File: config.mk
export PLATFORM = sky130hd
export DESIGN_NAME = rastrigin_fitness_eval_top
export DESIGN_NICKNAME = d
export VERILOG_FILES = /design/src/hw/rtl/rfe_pkg.sv /design/src/hw/rtl/rfe_datapath.sv /design/src/hw/rtl/rfe_ctrl.sv /design/src/hw/rtl/rastrigin_fitness_eval_top.sv
export SDC_FILE = /design/constraint.sdc
export NUM_CORES = 1
export LEC_CHECK = 0
export BUFFER_PORTS_ARGS = -buffer_cell sky130_fd_sc_hd__clkbuf_2
export CAP_MARGIN = 10
export CORE_AREA = 2 2 254 281
export CTS_CLUSTER_DIAMETER = 30
export DETAILED_ROUTE_END_ITERATION = 6
export DIE_AREA = 0 0 256 283
export SETUP_SLACK_MARGIN = 0.02
export SYNTH_ARGS = -nofsm -noshare
export SYNTH_HDL_FRONTEND = slang
export SYNTH_SLANG_ARGS = --single-unit
File: constraint.sdc
create_clock -name clk -period 9.2 [get_ports clk]
set_clock_uncertainty 0.05 [all_clocks]
set_input_delay 1.84 -clock clk [delete_from_list [all_inputs] [get_ports clk]]
set_output_delay 1.84 -clock clk [all_outputs]
set_load 0.03 [all_outputs]
File: src/hw/rtl/rfe_pkg.sv
// Shared constants, tables and control types of the Rastrigin fitness evaluator.
`timescale 1ns / 1ps
`default_nettype none
package rfe_pkg;

	// Fixed-point format of the decision variables
	localparam int X_W       = 16;
	localparam int FRAC_BITS = 12;

	// Running sum and result width
	localparam int                 SUM_W   = 28;
	localparam logic [SUM_W-1:0]   SUM_MAX = {SUM_W{1'b1}};

	// CORDIC rotator
	localparam int CORDIC_STEPS = 14;
	localparam int STEP_W       = $clog2(CORDIC_STEPS);
	localparam int CX_W         = 20;
	localparam int Z_W          = 18;
	localparam logic signed [CX_W-1:0] CORDIC_GAIN = 20'sd39797;

	// Arctangent of 2^-i in units of 2^-16 turn
	localparam logic signed [Z_W-1:0] ATAN_TURNS [CORDIC_STEPS] = '{
		18'sd8192, 18'sd4836, 18'sd2555, 18'sd1297, 18'sd651, 18'sd326, 18'sd163,
		18'sd81, 18'sd41, 18'sd20, 18'sd10, 18'sd5, 18'sd3, 18'sd1
	};

	// Commands from the controller to the datapath
	typedef struct packed {
		logic              load;
		logic              step;
		logic [STEP_W-1:0] step_idx;
		logic              term;
		logic              acc;
		logic              emit;
	} cmd_t;

	// Status from the datapath to the controller
	typedef struct packed {
		logic last;
		logic out_free;
	} sts_t;

endpackage
`default_nettype wire

File: src/hw/rtl/rfe_datapath.sv
// Datapath: square, CORDIC cosine, term build, saturating sum and output word register.
`timescale 1ns / 1ps
`default_nettype none
module rfe_datapath (
	input  wire logic                              clk,
	input  wire logic                              arst_n,
	input  wire rfe_pkg::cmd_t                     cmd,
	output rfe_pkg::sts_t                          sts,
	input  wire logic signed [rfe_pkg::X_W-1:0]    x_value,
	input  wire logic                              last_var,
	output logic                                   out_valid,
	input  wire logic                              out_ready,
	output logic [rfe_pkg::SUM_W-1:0]              objective_value,
	output logic                                   saturated
);

	localparam int F      = rfe_pkg::FRAC_BITS;
	localparam int XW     = rfe_pkg::X_W;
	localparam int CXW    = rfe_pkg::CX_W;
	localparam int ZW     = rfe_pkg::Z_W;
	localparam int SW     = rfe_pkg::SUM_W;
	localparam int PROD_W = 2 * XW;
	localparam int SQ_W   = PROD_W - F;
	localparam int D_W    = 18;
	localparam int D10_W  = D_W + 4;
	localparam int WIDE_W = D10_W + F;
	localparam int W_W    = WIDE_W - 16;
	localparam int TERM_W = ((SQ_W > W_W) ? SQ_W : W_W) + 1;

	logic signed [XW-1:0]     x_q;
	logic                     last_q;
	logic                     flip_q;
	logic signed [CXW-1:0]    cx_q;
	logic signed [CXW-1:0]    cy_q;
	logic signed [ZW-1:0]     z_q;
	logic [SQ_W-1:0]          sq_q;
	logic [TERM_W-1:0]        term_q;
	logic [SW-1:0]            sum_q;
	logic                     ov_q;
	logic                     out_valid_q;
	logic [SW-1:0]            obj_q;
	logic                     sat_q;

	// Phase and fold of the incoming word
	logic [F+15:0]            ph_wide;
	logic signed [ZW-1:0]     a_ext;
	logic signed [ZW-1:0]     z_init;
	logic                     flip_init;

	always_comb begin
		ph_wide = {x_value[F-1:0], 16'b0} >> F;
		a_ext   = ZW'($signed(ph_wide[15:0]));
		if (a_ext > 18'sd16384) begin
			z_init    = a_ext - 18'sd32768;
			flip_init = 1'b1;
		end else if (a_ext < -18'sd16384) begin
			z_init    = a_ext + 18'sd32768;
			flip_init = 1'b1;
		end else begin
			z_init    = a_ext;
			flip_init = 1'b0;
		end
	end

	// One CORDIC rotation step
	logic signed [CXW-1:0] dx;
	logic signed [CXW-1:0] dy;
	logic signed [ZW-1:0]  at;

	assign dx = cy_q >>> cmd.step_idx;
	assign dy = cx_q >>> cmd.step_idx;
	assign at = rfe_pkg::ATAN_TURNS[cmd.step_idx];

	// Rounded square
	logic signed [PROD_W-1:0] prod;
	logic [PROD_W-1:0]        sq_round;

	assign prod     = x_q * x_q;
	assign sq_round = $unsigned(prod) + PROD_W'(1 << (F - 1));

	// Cosine term from the rotator output
	logic signed [CXW-1:0] c_neg;
	logic signed [CXW-1:0] c_clamp;
	logic signed [CXW-1:0] d_full;
	logic [D_W-1:0]        d;
	logic [D10_W-1:0]      d10;
	logic [WIDE_W-1:0]     wide;

	always_comb begin
		c_neg = flip_q ? -cx_q : cx_q;
		if (c_neg > 20'sd65536)
			c_clamp = 20'sd65536;
		else if (c_neg < -20'sd65536)
			c_clamp = -20'sd65536;
		else
			c_clamp = c_neg;
		d_full = 20'sd65536 - c_clamp;
		d      = d_full[D_W-1:0];
		d10    = ({4'b0, d} << 3) + ({4'b0, d} << 1);
		wide   = {d10, {F{1'b0}}} + WIDE_W'(32768);
	end

	// Saturating accumulate
	logic [SW:0] sum_w;
	logic        sat_now;
	logic [SW-1:0] sum_nxt;
	logic          ov_nxt;

	always_comb begin
		sum_w   = {1'b0, sum_q} + (SW+1)'(term_q);
		sat_now = sum_w[SW];
		sum_nxt = sat_now ? rfe_pkg::SUM_MAX : sum_w[SW-1:0];
		ov_nxt  = ov_q | sat_now;
	end

	// Load the word, run the rotator, build the term and capture the output word
	always_ff @(posedge clk) begin
		if (cmd.load) begin
			x_q    <= x_value;
			last_q <= last_var;
			flip_q <= flip_init;
			cx_q   <= rfe_pkg::CORDIC_GAIN;
			cy_q   <= '0;
			z_q    <= z_init;
		end else if (cmd.step) begin
			sq_q <= sq_round[PROD_W-1:F];
			if (z_q >= 0) begin
				cx_q <= cx_q - dx;
				cy_q <= cy_q + dy;
				z_q  <= z_q - at;
			end else begin
				cx_q <= cx_q + dx;
				cy_q <= cy_q - dy;
				z_q  <= z_q + at;
			end
		end
		if (cmd.term)
			term_q <= TERM_W'(sq_q) + TERM_W'(wide[WIDE_W-1:16]);
		if (cmd.emit) begin
			obj_q <= sum_nxt;
			sat_q <= ov_nxt;
		end
	end

	// Hold the sum across the solution and clear it at its end
	always_ff @(posedge clk or negedge arst_n) begin
		if (!arst_n) begin
			sum_q <= '0;
			ov_q  <= 1'b0;
		end else if (cmd.acc) begin
			if (cmd.emit) begin
				sum_q <= '0;
				ov_q  <= 1'b0;
			end else begin
				sum_q <= sum_nxt;
				ov_q  <= ov_nxt;
			end
		end
	end

	// Output word valid
	always_ff @(posedge clk or negedge arst_n) begin
		if (!arst_n)
			out_valid_q <= 1'b0;
		else if (cmd.emit)
			out_valid_q <= 1'b1;
		else if (out_ready)
			out_valid_q <= 1'b0;
	end

	assign out_valid       = out_valid_q;
	assign objective_value = obj_q;
	assign saturated       = sat_q;
	assign sts.last        = last_q;
	assign sts.out_free    = !out_valid_q || out_ready;

endmodule
`default_nettype wire

File: src/hw/rtl/rfe_ctrl.sv
// Controller: sequences load, CORDIC steps, term build and accumulate for each word.
`timescale 1ns / 1ps
`default_nettype none
module rfe_ctrl (
	input  wire logic          clk,
	input  wire logic          arst_n,
	input  wire logic          in_valid,
	output logic               in_ready,
	input  wire rfe_pkg::sts_t sts,
	output rfe_pkg::cmd_t      cmd
);

	localparam int SW_ = rfe_pkg::STEP_W;

	typedef enum logic [3:0] {
		ST_IDLE = 4'b0001,
		ST_RUN  = 4'b0010,
		ST_TERM = 4'b0100,
		ST_ACC  = 4'b1000
	} state_t;

	state_t        state_q;
	state_t        state_nxt;
	logic [SW_-1:0] cnt_q;
	logic           last_step;

	assign last_step = (cnt_q == SW_'(rfe_pkg::CORDIC_STEPS - 1));
	assign in_ready  = (state_q == ST_IDLE);

	// Decode state into commands and next state
	always_comb begin
		state_nxt    = state_q;
		cmd          = '0;
		cmd.step_idx = cnt_q;
		unique case (state_q)
			ST_IDLE: begin
				if (in_valid) begin
					cmd.load  = 1'b1;
					state_nxt = ST_RUN;
				end
			end
			ST_RUN: begin
				cmd.step = 1'b1;
				if (last_step)
					state_nxt = ST_TERM;
			end
			ST_TERM: begin
				cmd.term  = 1'b1;
				state_nxt = ST_ACC;
			end
			ST_ACC: begin
				if (!sts.last || sts.out_free) begin
					cmd.acc   = 1'b1;
					cmd.emit  = sts.last;
					state_nxt = ST_IDLE;
				end
			end
			default: state_nxt = ST_IDLE;
		endcase
	end

	// Advance state and step counter
	always_ff @(posedge clk or negedge arst_n) begin
		if (!arst_n) begin
			state_q <= ST_IDLE;
			cnt_q   <= '0;
		end else begin
			state_q <= state_nxt;
			if (cmd.load)
				cnt_q <= '0;
			else if (cmd.step)
				cnt_q <= cnt_q + SW_'(1);
		end
	end

endmodule
`default_nettype wire

File: src/hw/rtl/rastrigin_fitness_eval_top.sv
// Rastrigin fitness evaluator: top level joining controller and datapath.
//
// Usage: the input channel (in_valid/in_ready) takes one decision variable
// per word, signed with FRAC_BITS fraction bits, with last_var marking the
// final variable of a candidate. Each word adds x*x + 10 - 10*cos(2*pi*x) to
// a running sum. On the last word, the output channel (out_valid/out_ready)
// carries the saturated objective and a flag that is set if the sum was
// clamped at any point during that candidate; the sum then clears.
// Sequence: each word is taken in the load cycle, then passes through 14
// iterations of the shared CORDIC rotator, the term build and the
// accumulate, after which in_ready rises again; no new word is accepted
// before then. Most of this sequence is spent in the rotator loop.
// out_valid rises on the cycle after the last word's accumulate. The output
// register lets the next word enter while a result waits; if the receiver
// still stalls when the next last word is ready to accumulate, the block
// holds there until the register frees.
// Reset clears the running sum, the clamp flag and the output valid.
`timescale 1ns / 1ps
`default_nettype none
module rastrigin_fitness_eval_top (
	input  wire logic                           clk,
	input  wire logic                           arst_n,
	input  wire logic                           in_valid,
	output logic                                in_ready,
	input  wire logic signed [rfe_pkg::X_W-1:0] x_value,
	input  wire logic                           last_var,
	output logic                                out_valid,
	input  wire logic                           out_ready,
	output logic [rfe_pkg::SUM_W-1:0]           objective_value,
	output logic                                saturated
);

	rfe_pkg::cmd_t cmd;
	rfe_pkg::sts_t sts;

	// Sequence each word
	rfe_ctrl u_ctrl (
		.clk      (clk),
		.arst_n   (arst_n),
		.in_valid (in_valid),
		.in_ready (in_ready),
		.sts      (sts),
		.cmd      (cmd)
	);

	// Compute and accumulate
	rfe_datapath u_datapath (
		.clk             (clk),
		.arst_n          (arst_n),
		.cmd             (cmd),
		.sts             (sts),
		.x_value         (x_value),
		.last_var        (last_var),
		.out_valid       (out_valid),
		.out_ready       (out_ready),
		.objective_value (objective_value),
		.saturated       (saturated)
	);

endmodule
`default_nettype wire

### After elaboration in Yosys (flattened, before gate mapping)

Memories as Yosys holds them, arrays and structs flattened.
Cells that the tools add are included.

| word-level totals | value |
|---|---|
| bits of input ports | 21 |
| output and inout bits | 31 |
| ROM bits | 288 |
| bits in registers | 184 |
| memories kept | 1 |

| operators by class | value |
|---|---|
| shift operators | 2 |
| bitwise gates (word level) | 3 |
| $mul | 1 |
| muxes and demuxes | 30 |
| $add $sub $neg | 16 |
| equal/unequal tests | 8 |
| magnitude comparators | 6 |
| reductions and logical operators | 8 |

Memories:

| memory | depth | width | read ports | clocked after memory_dff | write ports | line | RTL |
|---|---|---|---|---|---|---|---|
| (name not given) | 16 | 18 | 1 | 0 | 0 | rfe_datapath.sv:72 | `assign at = rfe_pkg::ATAN_TURNS[cmd.step_idx];` |

Operators with widths:

| operator | count |
|---|---|
| 18-bit 2-to-1 mux | 9 |
| 20-bit 2-to-1 mux | 3 |
| 28-bit 2-to-1 mux | 2 |
| 20-bit adder | 2 |
| 20-bit by 4-bit >>> shifter with 20-bit output | 2 |
| 20-bit subtractor | 2 |
| 34-bit by 16-bit adder with 34-bit output, second input constant | 1 |
| 32-bit by 12-bit adder with 32-bit output, second input constant | 1 |
| 16-bit by 16-bit multiplier with 32-bit output | 1 |
| 28-bit by 21-bit adder with 29-bit output | 1 |
| 21-bit by 19-bit adder with 22-bit output | 1 |
| 20-bit by 18-bit adder with 21-bit output | 1 |
| 20-bit by 18-bit > comparator with 1-bit output, second input constant | 1 |
| 20-bit by 17-bit less-than comparator with 1-bit output, second input constant | 1 |
| 4-bit 2-to-1 mux | 5 |
| 20-bit negation | 1 |
| 16-bit by 17-bit adder with 18-bit output, second input constant | 1 |
| 18-bit adder | 1 |
| 18-bit by 1-bit >= comparator with 1-bit output, second input constant | 1 |
| 16-bit by 17-bit subtractor with 18-bit output, second input constant | 1 |
| 18-bit subtractor | 1 |
| 18-bit subtractor, first input constant | 1 |
| 16-bit > comparator, second input constant | 1 |
| 16-bit by 15-bit less-than comparator with 1-bit output, second input constant | 1 |
| 19 further kinds | 32 |

### Longest topological paths before layout

| logic depth | value |
|---|---|
| depth in word-level cells | 9 |
| gate-level depth with buffers | 34 |
| mapped depth without buffers | 33 |

### By module

From an unflattened synthesis, not the netlist that was laid out.

| unflattened totals | value |
|---|---|
| cells, all modules | 2733 |
| area total of the unflattened synthesis | 24971.4 um^2 |

By module, submodules not included:

| module | times used | area an instance (um^2) | cells each | seq. area each (um^2) |
|---|---|---|---|---|
| rfe_datapath | 1 | 24541.0 | 2688 | 4734.5 |
| rfe_ctrl | 1 | 430.4 | 45 | 201.4 |

### Worst setup path after synthesis

No wires, ideal clock.

| timing | value |
|---|---|
| path type | register -> register |
| start | register u_datapath.cx_q[1] |
| end | register u_datapath.term_q[18], data pin |
| path buffers | 2 |
| library setup time | 0.270 ns |
| stages on the path, launching flop included | 32 |
| setup slack | 1.078 ns |
| data required time | 8.880 ns |
| data arrival time | 7.802 ns |
| period minus slack after synthesis | 8.122 ns |
| cell sequence | dfxtp_1 inv_1 ha_1 or4b_1 buf_2 o31ai_1 xor2_1 nand4_2 or4b_4 o21ai_4 nand3_1 ha_1 clkbuf_1 xnor2_1 ha_1 fa_1 a211oi_1 o21ai_0 a31oi_1 o211ai_1 a2111oi_0 nand3_1 or3_1 xor2_1 ha_1 nor3_1 o2111ai_1 a31oi_1 nor2b_1 o21a_1 o41ai_1 xnor2_1 |

| between the ends | value |
|---|---|
| word-level cells in the longest chain between the ends | 9 |
| elaborated cells on any way between the ends | 10 |
| those cells by class | add/sub: 5; order compare: 2; mux: 3 |

RTL lines:

| item | line | RTL |
|---|---|---|
| start: declaration | rfe_datapath.sv:33 | `logic signed [CXW-1:0] cx_q;` |
| start signal: assignment | rfe_datapath.sv:122 | `cx_q <= rfe_pkg::CORDIC_GAIN;` |
| start signal: assignment | rfe_datapath.sv:128 | `cx_q <= cx_q - dx;` |
| start signal: assignment | rfe_datapath.sv:132 | `cx_q <= cx_q + dx;` |
| 20-bit negation | rfe_datapath.sv:90 | `c_neg = flip_q ? -cx_q : cx_q;` |
| 20-bit 2-to-1 mux (*) | rfe_datapath.sv:90 |  |
| 20-bit by 17-bit less-than comparator with 1-bit output | rfe_datapath.sv:93 | `else if (c_neg < -20'sd65536)` |
| 18-bit 2-to-1 mux | rfe_datapath.sv:93 |  |
| 18-bit 2-to-1 mux (*) | rfe_datapath.sv:91 | `if (c_neg > 20'sd65536)` |
| 18-bit subtractor (*) | rfe_datapath.sv:97 | `d_full = 20'sd65536 - c_clamp;` |
| 21-bit by 19-bit adder with 22-bit output (*) | rfe_datapath.sv:99 | `d10 = ({4'b0, d} << 3) + ({4'b0, d} << 1);` |
| 34-bit by 16-bit adder with 34-bit output (*) | rfe_datapath.sv:100 | `wide = {d10, {F{1'b0}}} + WIDE_W'(32768);` |
| 20-bit by 18-bit adder with 21-bit output (*) | rfe_datapath.sv:138 | `term_q <= TERM_W'(sq_q) + TERM_W'(wide[WIDE_W-1:16]);` |
| end signal: assignment | rfe_datapath.sv:138 |  |
| end: declaration | rfe_datapath.sv:37 | `logic [TERM_W-1:0] term_q;` |

Mark *: on every way between the ends. The rest lies on a longest branch, timed or not.
A chain may end at the register's enable or synchronous reset.

### Worst setup path after layout

| timing | value |
|---|---|
| start | register u_datapath.cx_q[7] |
| end | register u_datapath.term_q[18], data pin |

The elaborated chain is that of the path after synthesis.

==> run summary <==
Final wirelength = 55,850 um
Via count normalized by instance count = 5.072
Area after DPL = 0.02546 sq mm
Final max-slew violation count = 0
Post-synth ARST share = 0.2065
Vias in the first global route = 18,090
CTS tree = yes
First-pass GRT wire length = 93,180 um
Yosys cell types = 87
DRC = 0
Via count = 18,040
Slew margin rel. = 0.3025
CTS Buf Count = 17
Final RePlAce weighted congestion = 0.8576
Total track usage = 0.1573
Final setup vio count = 0
Shortest period the worst path allows = 8.368 ns
Starting density of the core = 0.3466
#FFs+latches synth = 184
I/O pins = 52
Final Hold Fails = 0
CP max stage delay = 0.69 ns
Crit end category = flop
Clock insertion delay at the later pin of the skew report = 0.50 ns
Xor/xnor cell area share of the yosys netlist = 0.07668
Most common cell in the netlist = inv_1
Routed Antenna Nets = 0
Diode count = 0
GR Overflow Total = 0
Die height = 283 um
Ys Warns = 0
Mapped Area = 0.02420 sq mm
Area fraction of the dominant cell type after synthesis = 0.2019
Port bufs = 51
Hold Buf Count CTS = 0
Fmax = 0.1195 GHz
Crit path kind = flop to flop
Setup total negative slack = 0 ns
Final period utilization = 0.9096
Die Area = 0.07245 sq mm
Site Rows = 102
Register area = 0.004937 sq mm
CP Launch Type = flop
Per-cell routed wire length = 15.70 um
Clock sink count = 184
Htree depth = 4
Post-synth EDFFs = 106
Fillers = 7,048
Post-synthesis mux area share = 0.06215
Worst path slowest cell = or4_1
Max Cap Violations = 0
Antenna violations before repair = 0
Synth top area cells = fa_1 (20%), edfxtp_1 (13%), ha_1 (11%)
Clk buf depth = 2
HPWL after DPL = 43,730 um
Core area = 0.06981 sq mm
Area grow syn2layout = 7.860%
Design area = 0.02610 sq mm
CTS root buffer = clkbuf_16
Layout cells sized above 1 = 0.09195
Synth top cells by count = inv_1 (349), fa_1 (244), nand2_1 (236)
Area of the multi-input gates = 0.01760 sq mm
Biggest area consumer among synthesized cells = fa_1
Die X = 256 um
DR pass1 iterations = 5
Register area share after synthesis = 0.2040
Mapped Nets = 3,081
CP Data Arrival Time = 8.55 ns
Syn_area_per_cell = 9.278 sq um
Pin count of the biggest net entering global routing = 57
Synth Area in Compound Gates = 0.1292
Slew @ Worst Pin = 1.045 ns
Largest family of logic cells by synthesized area = adder cells
Post-Synth Simple-Gate Area = 0.1468
Hold Path Class = flop to flop
RSZ-0062 raised after global routing = no
Reg clk slew, reported paths = 0.08 ns
Top FF cell, synth = edfxtp_1
Hold_ws = 0.4493 ns
Syn Inst Count = 2,608
Status = completed
Adder-Cell Fraction of Synth Area = 0.3094
Initial drt markers = 1,035
# nets final = 3,081
Required time of the critical path = 9.38 ns
CP max FO = 14
Util after Layout = 0.3739
## flip-flops by register name (all words and copies together), names as in the netlist
signal                      flops
u_datapath.objective_value     28
u_datapath.out_valid            1
u_datapath.flip_q               1
u_datapath.saturated            1
u_ctrl.state_q                  4
u_ctrl.cnt_q                    4
u_datapath.ov_q                 1
u_datapath.z_q                 18
u_datapath.sum_q               28
u_datapath.cy_q                20
u_datapath.cx_q                20
u_datapath.sq_q                20
u_datapath.x_q                 16
u_datapath.last_q               1
u_datapath.term_q              21
## through the flow
step	std cells	setup slack (ns)
detailed placement	3523	0.3118
floorplan	2608	1.078
CTS	3555	0.2995
finish	3557	0.8316
global route	3557	0.03314
global placement	3523	0.4719
## cells in the final DEF (no fill, tap or decap), drive strengths merged, types with 11 or more instances in the layout
| cell | n |
|---|---|
| mux2i | 22 |
| dfrtp | 37 |
| nor2b | 22 |
| a22o | 23 |
| xor2 | 88 |
| or2 | 25 |
| o21bai | 16 |
| clkbuf | 69 |
| o21ai | 141 |
| o31ai | 18 |
| and3 | 14 |
| xnor2 | 123 |
| a21o | 31 |
| or3 | 14 |
| a31oi | 22 |
| dfxtp | 40 |
| buf | 32 |
| inv | 356 |
| and2 | 54 |
| edfxtp | 106 |
| o211ai | 11 |
| nand4 | 12 |
| mux2 | 20 |
| nor2 | 161 |
| a21oi | 106 |
| mux4 | 47 |
| nand3 | 64 |
| nand2b | 29 |
| ha | 208 |
| nand2 | 236 |
| fa | 244 |
| nor3 | 63 |
| o21a | 31 |
## final timing paths
kind,startpoint,slack (ns),cells after the start,endpoint
min,u_datapath.cy_q[0],0.45,2,u_datapath.cy_q[0]
min in group asynchronous,arst_n,1.38,2,u_datapath.sum_q[7]
max,u_datapath.cx_q[7],0.83,31,u_datapath.term_q[18]
min reg2reg,u_datapath.cy_q[0],0.45,2,u_datapath.cy_q[0]
max in group asynchronous,arst_n,7.27,2,u_ctrl.cnt_q[0]
max reg2reg,u_datapath.cx_q[7],0.83,31,u_datapath.term_q[18]
## cells by family (layout without fill, tap and decap cells)
logic type | count (synthesis) | count (layout)
AND/OR/NAND/NOR | 736 | 736
AO/OA/AOI/OAI | 481 | 481
buffers and inverters | 455 | 468
adder cells (fa/ha/maj) | 452 | 452
XOR/XNOR | 211 | 211
flip-flops | 184 | 184
multiplexers | 89 | 89
## routing by layer
layer	GRT usage	wire, um
met2	0.2590	25790
met4	0.04269	1146
met1	0.2159	26610
met3	0.02290	2308
met5	0	0
## what timing repair did
item	in CTS	in global routing
gates resized for setup	0	10
endpoints found under the hold margin	0	0
endpoints found under the setup margin	0	6
buffers inserted	0	2
## area by class of cell
class                           instances  share of cell area
Clock buffer                           18             0.01683
Tap cell                              936             0.04487
Sequential cell                       184              0.1892
Inverter                              353             0.05077
Timing Repair Buffer                   83             0.01898
Clock inverter                         14            0.005082
Multi-Input combinational cell       1969              0.6743
## worst max-delay path, delay by kind of cell, from the launching register on
kind	cells	cell delay, ns
compound gates	13	3.00
simple gates	12	3.25
fa+ha+maj	3	0.91
buf+inv	1	0.19
flops	1	0.45
xor+xnor	2	0.26
Power is left out: the tool's default activity adds up to more than one toggle a clock period on the data nets, which glitch-free logic cannot reach.
